--- src/design/bmhq_pkg.sv ---
// Package for the binary max-heap queue: item types, codes and sizes.
`timescale 1ns / 1ps
`default_nettype none
package bmhq_pkg;

	localparam int HEAP_CAPACITY = 512;
	localparam int KEY_W         = 16;
	localparam int COUNT_W       = 10;

	localparam logic ACT_INSERT = 1'b0;
	localparam logic ACT_POP    = 1'b1;

	typedef enum logic [1:0] {
		ST_OK    = 2'd0,
		ST_FULL  = 2'd1,
		ST_EMPTY = 2'd2
	} status_t;

	typedef struct packed {
		logic             action;
		logic [KEY_W-1:0] score;
		logic [KEY_W-1:0] tag;
	} in_item_t;

	typedef struct packed {
		logic [KEY_W-1:0]   popped_score;
		logic [KEY_W-1:0]   popped_tag;
		logic [KEY_W-1:0]   top_score;
		logic [KEY_W-1:0]   top_tag;
		logic [COUNT_W-1:0] count;
		status_t            status;
	} out_item_t;

	typedef struct packed {
		logic [KEY_W-1:0] score;
		logic [KEY_W-1:0] tag;
	} entry_t;

	localparam int ENTRY_W = 2 * KEY_W;

endpackage
`default_nettype wire

--- src/design/bmhq_ctrl.sv ---
// Heap sequencer: sift-up and sift-down over the heap RAM with one shared comparator.
`timescale 1ns / 1ps
`default_nettype none
module bmhq_ctrl
	import bmhq_pkg::*;
#(
	parameter int CAPACITY = HEAP_CAPACITY
) (
	input  wire logic                        clk,
	input  wire logic                        arst_n,
	input  wire logic                        req_valid,
	output logic                             req_stall,
	input  wire in_item_t                    req,
	output logic                             res_valid,
	input  wire logic                        res_ready,
	output out_item_t                        res,
	output logic                             ram_we,
	output logic [$clog2(CAPACITY)-1:0]      ram_waddr,
	output entry_t                           ram_wdata,
	output logic [$clog2(CAPACITY)-1:0]      ram_raddr,
	input  wire entry_t                      ram_rdata
);

	localparam int AW = $clog2(CAPACITY);
	localparam int SW = $clog2(CAPACITY + 1);

	typedef enum logic [3:0] {
		S_IDLE, S_UP, S_UPCMP, S_POPRD, S_POPLAST, S_DN, S_DNL, S_DNR, S_DNCMP,
		S_TOPRD, S_TOPWAIT, S_DONE
	} state_t;

	state_t           state_q;
	logic [SW-1:0]    cnt_q;
	logic [SW-1:0]    pos_q;
	logic [SW-1:0]    child_pos_q;
	entry_t           cur_q;
	entry_t           child_q;
	entry_t           popped_q;
	entry_t           top_q;
	status_t          status_q;

	logic [SW:0]      left_slot;
	logic [SW-1:0]    right_slot;
	logic [SW-1:0]    parent_slot;
	logic             left_past_end;
	logic             right_exists;
	logic [KEY_W-1:0] cmp_a;
	logic [KEY_W-1:0] cmp_b;
	logic             gt;

	// Map a heap slot (from one) to a RAM address (from zero)
	function automatic logic [AW-1:0] to_addr(input logic [SW-1:0] slot);
		logic [SW-1:0] d;
		d = slot - 1'b1;
		return d[AW-1:0];
	endfunction

	// Neighbor slots of the current position
	assign left_slot     = {pos_q, 1'b0};
	assign right_slot    = left_slot[SW-1:0] + 1'b1;
	assign parent_slot   = pos_q >> 1;
	assign left_past_end = left_slot > {1'b0, cnt_q};
	assign right_exists  = left_slot < {1'b0, cnt_q};

	// Steer the shared score comparator
	always_comb begin
		cmp_a = cur_q.score;
		cmp_b = ram_rdata.score;
		unique case (state_q)
			S_DNR: begin
				cmp_a = ram_rdata.score;
				cmp_b = child_q.score;
			end
			S_DNCMP: begin
				cmp_a = child_q.score;
				cmp_b = cur_q.score;
			end
			default: begin
				cmp_a = cur_q.score;
				cmp_b = ram_rdata.score;
			end
		endcase
	end
	assign gt = cmp_a > cmp_b;

	// Drive RAM ports from the current state
	always_comb begin
		ram_we    = 1'b0;
		ram_waddr = to_addr(pos_q);
		ram_wdata = cur_q;
		ram_raddr = to_addr(SW'(1));
		unique case (state_q)
			S_UP: begin
				if (pos_q == SW'(1)) begin
					ram_we = 1'b1;
				end else begin
					ram_raddr = to_addr(parent_slot);
				end
			end
			S_UPCMP: begin
				ram_we = 1'b1;
				if (gt) begin
					ram_wdata = ram_rdata;
				end
			end
			S_POPRD: begin
				ram_raddr = to_addr(cnt_q);
			end
			S_DN: begin
				if (left_past_end) begin
					ram_we = 1'b1;
				end else begin
					ram_raddr = to_addr(left_slot[SW-1:0]);
				end
			end
			S_DNL: begin
				ram_raddr = to_addr(right_slot);
			end
			S_DNCMP: begin
				ram_we = 1'b1;
				if (gt) begin
					ram_wdata = child_q;
				end
			end
			default: begin
				ram_we = 1'b0;
			end
		endcase
	end

	// Sequence one item through the heap
	always_ff @(posedge clk or negedge arst_n) begin
		if (!arst_n) begin
			state_q     <= S_IDLE;
			cnt_q       <= '0;
			pos_q       <= '0;
			child_pos_q <= '0;
			cur_q       <= '0;
			child_q     <= '0;
			popped_q    <= '0;
			top_q       <= '0;
			status_q    <= ST_OK;
		end else begin
			unique case (state_q)
				S_IDLE: begin
					if (req_valid) begin
						popped_q <= '0;
						status_q <= ST_OK;
						if (req.action == ACT_INSERT) begin
							if (cnt_q == SW'(CAPACITY)) begin
								status_q <= ST_FULL;
								state_q  <= S_TOPRD;
							end else begin
								cnt_q   <= cnt_q + 1'b1;
								pos_q   <= cnt_q + 1'b1;
								cur_q   <= '{score: req.score, tag: req.tag};
								state_q <= S_UP;
							end
						end else if (cnt_q == '0) begin
							status_q <= ST_EMPTY;
							state_q  <= S_TOPRD;
						end else begin
							state_q <= S_POPRD;
						end
					end
				end
				S_UP: begin
					state_q <= (pos_q == SW'(1)) ? S_TOPRD : S_UPCMP;
				end
				S_UPCMP: begin
					if (gt) begin
						pos_q   <= parent_slot;
						state_q <= S_UP;
					end else begin
						state_q <= S_TOPRD;
					end
				end
				S_POPRD: begin
					popped_q <= ram_rdata;
					state_q  <= S_POPLAST;
				end
				S_POPLAST: begin
					cur_q   <= ram_rdata;
					cnt_q   <= cnt_q - 1'b1;
					pos_q   <= SW'(1);
					state_q <= S_DN;
				end
				S_DN: begin
					state_q <= left_past_end ? S_TOPRD : S_DNL;
				end
				S_DNL: begin
					child_q     <= ram_rdata;
					child_pos_q <= left_slot[SW-1:0];
					state_q     <= right_exists ? S_DNR : S_DNCMP;
				end
				S_DNR: begin
					// Right child wins only when strictly larger
					if (gt) begin
						child_q     <= ram_rdata;
						child_pos_q <= right_slot;
					end
					state_q <= S_DNCMP;
				end
				S_DNCMP: begin
					if (gt) begin
						pos_q   <= child_pos_q;
						state_q <= S_DN;
					end else begin
						state_q <= S_TOPRD;
					end
				end
				S_TOPRD: begin
					state_q <= S_TOPWAIT;
				end
				S_TOPWAIT: begin
					top_q   <= (cnt_q != '0) ? ram_rdata : '0;
					state_q <= S_DONE;
				end
				S_DONE: begin
					if (res_ready) begin
						state_q <= S_IDLE;
					end
				end
				default: begin
					state_q <= S_IDLE;
				end
			endcase
		end
	end

	// Present the finished item
	assign req_stall = (state_q != S_IDLE);
	assign res_valid = (state_q == S_DONE);
	assign res = '{
		popped_score: popped_q.score,
		popped_tag:   popped_q.tag,
		top_score:    top_q.score,
		top_tag:      top_q.tag,
		count:        COUNT_W'(cnt_q),
		status:       status_q
	};

endmodule
`default_nettype wire

--- config.mk ---
export PLATFORM = sky130hd
export DESIGN_NAME = bmhq_ctrl
export DESIGN_NICKNAME = d
export VERILOG_FILES = /design/src/design/bmhq_pkg.sv /design/src/design/bmhq_ctrl.sv
export SDC_FILE = /design/constraint.sdc
export NUM_CORES = 1
export LEC_CHECK = 0
export BUFFER_PORTS_ARGS = -buffer_cell sky130_fd_sc_hd__buf_2
export CAP_MARGIN = 40
export CELL_PAD_IN_SITES_DETAIL_PLACEMENT = 1
export CELL_PAD_IN_SITES_GLOBAL_PLACEMENT = 1
export CORE_MARGIN = 1
export CORE_UTILIZATION = 45
export CTS_CLUSTER_SIZE = 30
export DETAILED_ROUTE_END_ITERATION = 10
export HOLD_SLACK_MARGIN = 0.03
export PLACE_DENSITY = 0.95
export SYNTH_ARGS = -nofsm -noshare
export SYNTH_HDL_FRONTEND = slang
export SYNTH_SLANG_ARGS = --single-unit
--- constraint.sdc ---
create_clock -name clk -period 7.05 [get_ports clk]
set_clock_uncertainty 0.2 [all_clocks]
set_input_delay 0.3525 -clock clk [delete_from_list [all_inputs] [get_ports clk]]
set_output_delay 0.3525 -clock clk [all_outputs]
set_load 0.02 [all_outputs]
==> flow_metrics.tcl <==
set metrics [dict create \
    status "finished clean" \
    via_per_inst 6.07 \
    route.met3.wl_um 2770 \
    clock_sinks 164 \
    synth_area_leaders "dfrtp_1, nand2_1, o21ai_0" \
    drt_iter0_drc 744 \
    max_cap_viol_count 0 \
    hold_path.class "input pin to register" \
    drt-met1-wl_um 15000 \
    synth_top_area_share_pct 43.0 \
    cts_tree "yes" \
    leakage_nw 5.74 \
    grt_pass1_vias 10300 \
    wl_um 36700 \
    root_buffer "clkbuf_16" \
    cp-end-kind "primary output" \
    grtUsageTotal_pct 34.4 \
    row_count 52 \
    arrival_ns 5.32 \
    async_flop_share_pct 100 \
    top_layer_used "met4" \
    core-area_um2 20500 \
    grt_setup_unrepaired "false" \
    place_hpwl_um 23200 \
    setup_viol_count_final 0 \
    critPathRequiredTime_ns 6.50 \
    synth.avg_cell_area_um2 8.79 \
    wl_met2_um 17700 \
    cts_resized 0 \
    boundaryPins 198 \
    drc 0 \
    grt_pass1_wl_um 58200 \
    vias 9541 \
    synth-edff-count 0 \
    die_area_um2 21800 \
    ys_types 54 \
    synth_most_common_cell "nand2_1" \
    synth_cells 1086 \
    worstPathMaxFanout 43 \
    startpoint_type "register" \
    crit_chain "or2_2 > nor2_4 > buf_4 > a22o_1 > a21oi_1 > ha_1 > a21oi_1 > o21ai_0 > a221o_1 > a211o_2 > nand3_1 > buf_4 > nand2_1 > o21ai_0 > buf_2" \
    cts_setup_buffers 0 \
    yosys_warnings 0 \
    synth_flop_cell "dfrtp_1" \
    fin_setup_tns_ns 0 \
    ys_seq_elements 164 \
    worstSetupPathType "register to primary output" \
    place_ws_ns 1.79 \
    period_minus_slack_ns 5.87 \
    cts_hold_buf 48 \
    post_drt_wl_per_cell_um 23.4 \
    area_delta_synth_final_pct 24.4 \
    die_h_um 148 \
    drtAntennaViolNets 0 \
    relSlewSlack_pct 40.0 \
    overflow 0 \
    fin_crit_sh_pct 83.3 \
    yosysTopAreaCell "dfrtp_1" \
    power_density_nw_per_um2 518 \
    cp_top_family "simple AND/OR/NAND/NOR gates" \
    synthTopCellsByCount "nand2_1, dfrtp_1, o21ai_0" \
    h-tree-depth 4 \
    grt_antenna_before_repair 0 \
    worstSkewPairLatency_ns 0.44 \
    drt_pass1_iterations 5 \
    fin_cells 1571 \
    p_total_mw 6.15 \
    post_route_cells_drive_above_1_share_pct 24.5 \
    grt_max_degree 65 \
    tightest_slew_ns 0.900 \
    path_clk_slew_ns 0.07 \
    die_w_um 148 \
    cts_inserted_buffers 17 \
    ys_seq_area_share_pct 43.0 \
    syn_area_um2 9550 \
    slew_violations 0 \
    path_buf_inv 3 \
    worst_slack_ns 1.18 \
    gp_congestion 0.900 \
    cp_slowest_cell "nor2_4" \
    cp_slowest_stage_delay_ns 0.67 \
    dp.cells 1490 \
    fin_nets 1388 \
    vdd_drop_max_uv 241 \
    port_buffers 197 \
    syn_nets 1187 \
    max_freq_ghz 0.170 \
    cts_max_path_buffers 2 \
    initial_core_util_pct 46.6 \
    finalCoreUtilization_pct 58.0 \
    hold_viol_final 0 \
    nFillCells 2388 \
]
==> state kept, by name, indices dropped and copies added, names as in the netlist <==
signal / cells
child_q: 32
cur_q: 32
state_q: 4
status_q: 2
cnt_q: 10
res: 64
child_pos_q: 10
pos_q: 10
==> through the flow <==
step | area (um^2) | hold slack [ns]
4_1_cts | 11900 | 0.0312
5_1_grt | 11900 | 0.0362
3_5_place_dp | 10800 | 0.0946
2_1_floorplan | 9550 | -0.143
6_report | 11900 | 0.0387
3_3_place_gp | 10700 | 0.257
==> logic make-up after synthesis <==
| family | count (synthesis) | synth area share (%) |
|---|---|---|
| xor gates and xnor gates | 36 | 3.30 |
| muxes | 83 | 9.33 |
| AOI/OAI and AO/OA | 267 | 17.6 |
| adders and majority gates | 32 | 4.19 |
| and+or+nand+nor | 404 | 18.2 |
| DFF | 164 | 43.0 |
| buffers and inverters | 100 | 4.43 |
==> path summary, 6_finish.rpt <==
check / startpoint / endpoint / slack [ns] / depth (start not counted)
worst max-delay path: state_q[1] / ram_wdata[17] / 1.18 / 15
worst min-delay path: req[20] / cur_q[20] / 0.04 / 3
worst max register to register: state_q[1] / pos_q[0] / 1.61 / 12
worst min register to register: res[42] / res[42] / 0.27 / 2
max in group asynchronous: arst_n / child_q[9] / 4.88 / 4
min in group asynchronous: arst_n / res[32] / 0.18 / 2
==> cells in the final DEF (no fill, tap or decap), drive strengths merged, types with 3 or more instances in the layout <==
master	instances
o22ai	5
nand2	256
xnor2	32
nor4	3
buf	215
o21ai	114
mux2i	35
nor2b	5
dlygate4sd3	48
or2	5
or3	4
nor2	45
nand2b	11
xor2	4
dfrtp	164
inv	28
o22a	3
a22oi	55
ha	32
nand3	48
mux2	48
clkbuf	18
a22o	16
clkinv	4
nor3	10
a221oi	4
o31ai	3
and3	6
a211o	4
a21oi	40
nand4	6
a31oi	6
==> power breakdown <==
group,switching (mW),internal [mW],leakage (nW)
Combinational,2.15,1.19,3.45
Sequential,0.485,1.38,2.00
Clock,0.444,0.509,0.292
==> final cells by class <==
class                           count  area, um^2  area share [%]
Multi-Input combinational cell    822        5080            42.7
Sequential cell                   164        4100            34.5
Timing Repair Buffer              263        1710            14.4
Clock buffer                       18         439            3.70
Tap cell                          270         338            2.84
Clock inverter                     14         140            1.18
Inverter                           19        71.3           0.600
Antenna cell                        1        2.50          0.0211
==> worst min-delay path, stage by stage <==
cell	delay, ns
buf_2	0.08
mux2i_1	0.06
o21ai_0	0.14
==> routing by layer <==
| layer | vias up | track usage [%] |
|---|---|---|
| met2 | 436 | 57.0 |
| met3 | 94 | 7.47 |
| met5 | - | 0 |
| met1 | 4809 | 43.4 |
| met4 | 0 | 14.9 |
| li1 | 4202 | - |
(Power assumes the default switching activity.)
